$ cat src/rtl/assert_macros.svh
// Assertion helpers for the RTL that checks itself.
`ifndef ASSERT_MACROS_SVH
`define ASSERT_MACROS_SVH

// The antecedent implies the consequent in the same cycle.
`define BAVG_ASSERT_SAME(label, ante, cons) \
   label: assert property (@(posedge clock) disable iff (reset) (ante) |-> (cons)) \
      else $error("assertion failed");

// The antecedent implies the consequent in the next cycle.
`define BAVG_ASSERT_NEXT(label, ante, cons) \
   label: assert property (@(posedge clock) disable iff (reset) (ante) |=> (cons)) \
      else $error("assertion failed");

`endif

$ cat src/rtl/bavg_pkg.sv
package bavg_pkg;

   localparam int MAX_BLOCK_DEF   = 64;
   localparam int MAX_WIDTH_DEF   = 4096;
   localparam int SAMPLE_BITS_DEF = 16;

   localparam int CSR_W       = 13;
   localparam int CSR_IDX_W   = 3;
   localparam int SIZE_W      = 7;
   localparam int FH_W        = 13;
   localparam int ENA_W       = 4;
   localparam int LANES       = 4;
   localparam int DSR_W       = 13;
   localparam int REM_W       = 14;
   localparam int POS_W       = 14;
   localparam int OFS_STEPS   = 7;
   localparam int COORD_STEPS = 14;
   localparam int CHAN_W      = 16;
   localparam int COORD_OUT_W = 12;

   typedef enum logic [CSR_IDX_W-1:0] {
      CSR_BLOCK_WIDTH    = 3'd0,
      CSR_BLOCK_HEIGHT   = 3'd1,
      CSR_OFFSET_X       = 3'd2,
      CSR_OFFSET_Y       = 3'd3,
      CSR_FRAME_WIDTH    = 3'd4,
      CSR_FRAME_HEIGHT   = 3'd5,
      CSR_CHANNEL_ENABLE = 3'd6,
      CSR_HAS_ALPHA      = 3'd7
   } csr_index_type;

   typedef enum logic [3:0] {
      ST_CLEAR,
      ST_IDLE,
      ST_OFS,
      ST_SETUP,
      ST_COORD,
      ST_READ,
      ST_GATHER,
      ST_AVG,
      ST_EMIT
   } state_type;

   typedef struct packed {
      logic take;
      logic ofs_load;
      logic coord_load;
      logic avg_load;
      logic div_step;
      logic mem_rd;
      logic mem_wr;
      logic clr_wr;
      logic out_load;
   } cmd_type;

   typedef struct packed {
      logic clr_last;
      logic emit;
      logic out_free;
   } status_type;

endpackage

$ cat src/rtl/bavg_ctrl.sv
module bavg_ctrl #(
   parameter int DW = 28
) (
   input  logic                 clock,
   input  logic                 reset,
   input  logic                 req_valid,
   output logic                 req_ready,
   input  bavg_pkg::status_type status,
   output bavg_pkg::cmd_type    cmd
);

   localparam int CNT_W = $clog2(DW);

   bavg_pkg::state_type state_ff, state_in;
   logic [CNT_W-1:0]    cnt_ff, cnt_in;

   always_ff @(posedge clock) begin
      if (reset) begin
         state_ff <= bavg_pkg::ST_CLEAR;
         cnt_ff   <= '0;
      end else begin
         state_ff <= state_in;
         cnt_ff   <= cnt_in;
      end
   end

   // Next state and step counter.
   always_comb begin
      state_in = state_ff;
      cnt_in   = cnt_ff;
      unique case (state_ff)
         bavg_pkg::ST_CLEAR: begin
            if (status.clr_last) state_in = bavg_pkg::ST_IDLE;
         end
         bavg_pkg::ST_IDLE: begin
            if (req_valid) begin
               state_in = bavg_pkg::ST_OFS;
               cnt_in   = CNT_W'(bavg_pkg::OFS_STEPS - 1);
            end
         end
         bavg_pkg::ST_OFS: begin
            if (cnt_ff == '0) state_in = bavg_pkg::ST_SETUP;
            else cnt_in = cnt_ff - 1'b1;
         end
         bavg_pkg::ST_SETUP: begin
            state_in = bavg_pkg::ST_COORD;
            cnt_in   = CNT_W'(bavg_pkg::COORD_STEPS - 1);
         end
         bavg_pkg::ST_COORD: begin
            if (cnt_ff == '0) state_in = bavg_pkg::ST_READ;
            else cnt_in = cnt_ff - 1'b1;
         end
         bavg_pkg::ST_READ: begin
            state_in = bavg_pkg::ST_GATHER;
         end
         bavg_pkg::ST_GATHER: begin
            if (status.emit) begin
               state_in = bavg_pkg::ST_AVG;
               cnt_in   = CNT_W'(DW - 1);
            end else begin
               state_in = bavg_pkg::ST_IDLE;
            end
         end
         bavg_pkg::ST_AVG: begin
            if (cnt_ff == '0) state_in = bavg_pkg::ST_EMIT;
            else cnt_in = cnt_ff - 1'b1;
         end
         bavg_pkg::ST_EMIT: begin
            if (status.out_free) state_in = bavg_pkg::ST_IDLE;
         end
         default: state_in = bavg_pkg::ST_CLEAR;
      endcase
   end

   // Commands to the datapath.
   always_comb begin
      cmd       = '0;
      req_ready = 1'b0;
      unique case (state_ff)
         bavg_pkg::ST_CLEAR:  cmd.clr_wr = 1'b1;
         bavg_pkg::ST_IDLE: begin
            req_ready    = 1'b1;
            cmd.take     = req_valid;
            cmd.ofs_load = req_valid;
         end
         bavg_pkg::ST_OFS:    cmd.div_step   = 1'b1;
         bavg_pkg::ST_SETUP:  cmd.coord_load = 1'b1;
         bavg_pkg::ST_COORD:  cmd.div_step   = 1'b1;
         bavg_pkg::ST_READ:   cmd.mem_rd     = 1'b1;
         bavg_pkg::ST_GATHER: begin
            cmd.mem_wr   = 1'b1;
            cmd.avg_load = status.emit;
         end
         bavg_pkg::ST_AVG:    cmd.div_step   = 1'b1;
         bavg_pkg::ST_EMIT:   cmd.out_load   = status.out_free;
         default: cmd = '0;
      endcase
   end

endmodule

$ cat config.mk
export PLATFORM = sky130hd
export DESIGN_NAME = bavg_ctrl
export DESIGN_NICKNAME = d
export VERILOG_FILES = /design/src/rtl/assert_macros.svh /design/src/rtl/bavg_pkg.sv /design/src/rtl/bavg_ctrl.sv
export SDC_FILE = /design/constraint.sdc
export NUM_CORES = 1
export LEC_CHECK = 0
export ABC_AREA = 1
export BUFFER_PORTS_ARGS = -buffer_cell sky130_fd_sc_hd__buf_2
export CAP_MARGIN = 20
export CORE_ASPECT_RATIO = 0.9
export CORE_MARGIN = 8
export CORE_UTILIZATION = 50
export DETAILED_ROUTE_END_ITERATION = 8
export MAX_ROUTING_LAYER = met4
export PLACE_DENSITY_LB_ADDON = 0.12
export SYNTH_ARGS = -nofsm -noshare
export SYNTH_HDL_FRONTEND = slang
export SYNTH_SLANG_ARGS = --single-unit
$ cat constraint.sdc
create_clock -name clock -period 1.85 [get_ports clock]
set_input_delay 0.37 -clock clock [delete_from_list [all_inputs] [get_ports clock]]
set_output_delay 0.37 -clock clock [all_outputs]
set_load 0.01 [all_outputs]
After elaboration in Yosys (flattened, before gate mapping)

Index checks and enable logic that the tools add are counted.

Add/sub/neg operators: 1
Equal/unequal tests: 16
Muxes and demuxes: 21
Reduce and logical (&&, ||, !) cells: 6

Operator list:

| kind                                                                  | number |
|---|---|
| 4-bit case mux with 9 select lines                                    | 1 |
| 4-bit two-way mux                                                     | 6 |
| 5-bit case mux with 4 select lines                                    | 1 |
| 4-bit by 3-bit equality test with 1-bit output, second input constant | 4 |
| 2-bit inequality test, second input constant                          | 8 |
| 5-bit two-way mux                                                     | 3 |
| 4-bit by 2-bit equality test with 1-bit output, second input constant | 2 |
| 1-bit two-way mux                                                     | 8 |
| 6-bit AND reduction                                                   | 1 |
| 5-bit zero test                                                       | 1 |
| 5-bit by 1-bit subtractor with 5-bit output, second input constant    | 1 |
| 4-bit by 1-bit equality test with 1-bit output, second input constant | 1 |
| 4-bit equality test, second input constant                            | 1 |
| 4-bit zero test                                                       | 1 |
| 4-bit AND reduction                                                   | 1 |
| 4-bit nonzero test                                                    | 1 |
| 3-bit two-way mux                                                     | 1 |
| 3-bit OR reduction                                                    | 1 |
| 2-bit two-way mux                                                     | 1 |

Bits in registers: 9
Input port bits: 6
Output and inout port bits: 10
Logic and storage cells: 46

Longest topological paths before layout

Depth in word-level cells: 4
Gate-level depth with buffers: 11

Least setup slack after synthesis

No wires, ideal clock.

Path kind: reg-to-output
Start point: reg state_ff[2]
End point: out cmd[8] in the netlist's numbering
Arrival time: 1.062 ns
Required time: 1.480 ns
Path slack: 0.418 ns
Stages on the path, launching flop included: 5
Buffers on the path: 1
Cell sequence: dfxtp_1 > nor2_2 > nand3_1 > nor2_1 > buf_4

RTL lines:

| element                | line            | text |
|---|---|---|
| from (decl)            | bavg_ctrl.sv:14 | `bavg_pkg::state_type state_ff, state_in;` |
| from (signal assigned) | bavg_ctrl.sv:19 | `state_ff <= bavg_pkg::ST_CLEAR;` |
| from (signal assigned) | bavg_ctrl.sv:22 | `state_ff <= state_in;` |
| to (decl)              | bavg_ctrl.sv:9  | `output bavg_pkg::cmd_type cmd` |

==> impl_metrics.tcl <==
set metrics [dict create \
    hold_end "cnt_ff[0]" \
    reg2reg_to "cnt_ff[1]" \
    end_kind "primary output" \
    dr.pass1.iters 4 \
    grt_pass1_vias 645 \
    crit_fanout 10 \
    crit_arrival_ns 1.38 \
    fillerInstances 149 \
    synth.area.top_cells "dfxtp_1 (24%), nand2_1 (14%), nor2_1 (11%), inv_1 (7.1%), nand3_1 (5.4%)" \
    routed_via_density 5.03 \
    synth_area_um2 742 \
    fmax_ghz 0.571 \
    clk_pin_slew_ns 0.06 \
    peakVddDrop_v 0.000947 \
    numPortBuffers 15 \
    synth-main-ff-cell "dfxtp_1" \
    die_x_um 56.6 \
    cts_tree "built" \
    synth.largest_area_cell "dfxtp_1" \
    drc 0 \
    io_pins 16 \
    yosysMostFrequentCell "nand2_1" \
    grt_usage_pct 12.3 \
    avgSynthCellArea_um2 6.13 \
    tns_ns 0 \
    antenna_found_initial 0 \
    ff_latch_area_um2 180 \
    rows 13 \
    power_density_nw_per_um2 1960 \
    r2r-start "state_ff[0]" \
    htree_levels 1 \
    drive_above_1_share_pct 29.0 \
    skew_ns 0.00106 \
    cpPeakStageDelay_ns 0.55 \
    fin_nets 146 \
    netlist_instances 121 \
    worst_setup_path_start_kind "flip-flop" \
    worstMarginPinSlew_ns 0.390 \
    leakagePower_uw 0.000483 \
    die_h_um 52.5 \
    clkLatencyLatePin_ns 0.26 \
    hold_ws_ns 0.294 \
    cts_root_buf "clkbuf_4" \
    multi_input_area_um2 483 \
    wire_per_inst_um 10.7 \
    critPathKind "reg -> out" \
    cts_setup_buffers 0 \
    required_ns 1.48 \
    slew-limit-headroom_pct 74.0 \
    place_ws_ns 0.313 \
    cts_max_path_buffers 2 \
    core_area_um2 1420 \
    outcome "completed" \
    wirelength_mm 1.64 \
    hold_depth 2 \
    yosysWarningCount 0 \
    grt_max_degree 11 \
    r2r_cells 9 \
    diodes 0 \
    cts_buffers 3 \
    synth_seq_cells 9 \
    period_share_pct 94.7 \
    setup_slack_ns 0.0972 \
    crit_path_cell_trace "nor2_2, nand2_2, nand3_4, buf_2" \
    holdCritStartpoint "reset" \
    synth_nets 128 \
    crit_slowest_cell "dfxtp_1" \
    vias 769 \
    crit_buf_inv 1 \
    async_flop_share_pct 0 \
    period_minus_slack_ns 1.75 \
    finalWeightedCongestion 0.828 \
    clkSinkCount 9 \
    netlist-cell-type-count 24 \
    slew_viol_final 0 \
    areaGrowthSynthToFinish_pct 14.7 \
    start_util_pct 52.4 \
    hp-class "in -> reg" \
    rrSetupSlack_ns 0.32 \
    drt_iter0_drc 17 \
    cap_violations 0 \
    ant_nets 0 \
    synth.top_cell.area_share_pct 24.3 \
    synth-edff-count 0 \
    hold_violations 0 \
    crit_family "flip-flops" \
    yosysSeqAreaShare_pct 24.3 \
    grt_overflow 0 \
    die_area_um2 2970 \
    grt_pass1_wl_mm 2.86 \
    setup_viol 0 \
    netlist_top_cells_count "nand2_1 (27), nor2_1 (22), inv_1 (14)" \
    dp_hpwl_mm 1.35 \
]
power breakdown:
| group | leakage (uW) | switching (uW) | total, uW | internal (uW) |
|---|---|---|---|---|
| logic | 0.000393 | 719 | 1130 | 415 |
| clock network | 0.0000150 | 64.3 | 147 | 82.8 |
| registers | 0.0000743 | 107 | 384 | 276 |
| total | 0.000483 | 891 | 1670 | 775 |
cells in the final DEF (no fill, tap or decap), drive strengths merged:
master	synthesis	final
a21oi	8	8
o21ai	5	5
nor3	1	1
nand3b	3	3
nand4	2	2
nand2	34	34
dfxtp	9	9
nand3	9	9
ha	1	1
buf	2	15
nor2	27	27
clkbuf	0	4
or2	1	1
inv	18	18
nor3b	1	1
logic make-up after synthesis:
| logic type | share of synthesized area (%) |
|---|---|
| AOI/OAI and AO/OA | 10.3 |
| adders and majority gates | 1.69 |
| buffers and inverters | 11.6 |
| DFF | 24.3 |
| and+or+nand+nor | 52.1 |
what timing repair did:
item / 4_1_cts / 5_1_grt
setup endpoints to repair: 0 / 4
resized for setup: 0 / 2
hold buffers: 0 / 0
worst max path at each step:
| stage | startpoint | end | slack (ns) | cells past startpoint |
|---|---|---|---|---|
| after CTS | state_ff[0] | cmd[0] | 0.05 | 4 |
| after global routing | state_ff[0] | cmd[4] | -0.003 | 3 |
| after global placement | state_ff[0] | cnt_ff[1] | 0.32 | 9 |
| after floorplan | state_ff[2] | cmd[8] | 0.42 | 4 |
| after detailed placement | state_ff[0] | cnt_ff[4] | 0.31 | 9 |
| final | state_ff[0] | cmd[4] | 0.1 | 4 |
metrics by stage:
step | cells | cell area (um^2) | utilization (%) | total power, uW
6_report | 153 | 851 | 60.1 | 1670
5_1_grt | 153 | 851 | 60.1 | 1880
3_3_place_gp | 149 | 817 | 57.7 | 1500
2_1_floorplan | 121 | 742 | - | 1300
3_5_place_dp | 149 | 817 | 57.7 | 1510
4_1_cts | 153 | 843 | 59.6 | 1660
area by class of cell:
type,instances,share of cell area (%)
timing repair buffer,15,8.82
multi-input combinational,92,56.8
sequential,9,21.2
inverter,18,7.94
clock buffer,4,3.09
tap,15,2.21
routing by layer:
| metal | global-route usage (%) | part of all wire (%) |
|---|---|---|
| met5 | - | 0 |
| met4 | 8.40 | 2.4 |
| met3 | 3.64 | 6.8 |
| met2 | 16.1 | 39 |
| met1 | 15.7 | 52 |
sequential cells by signal, indices dropped and copies added (netlist names):
register and count:
cnt_ff 5, state_ff 4
Power figures use the tool's default switching activity.
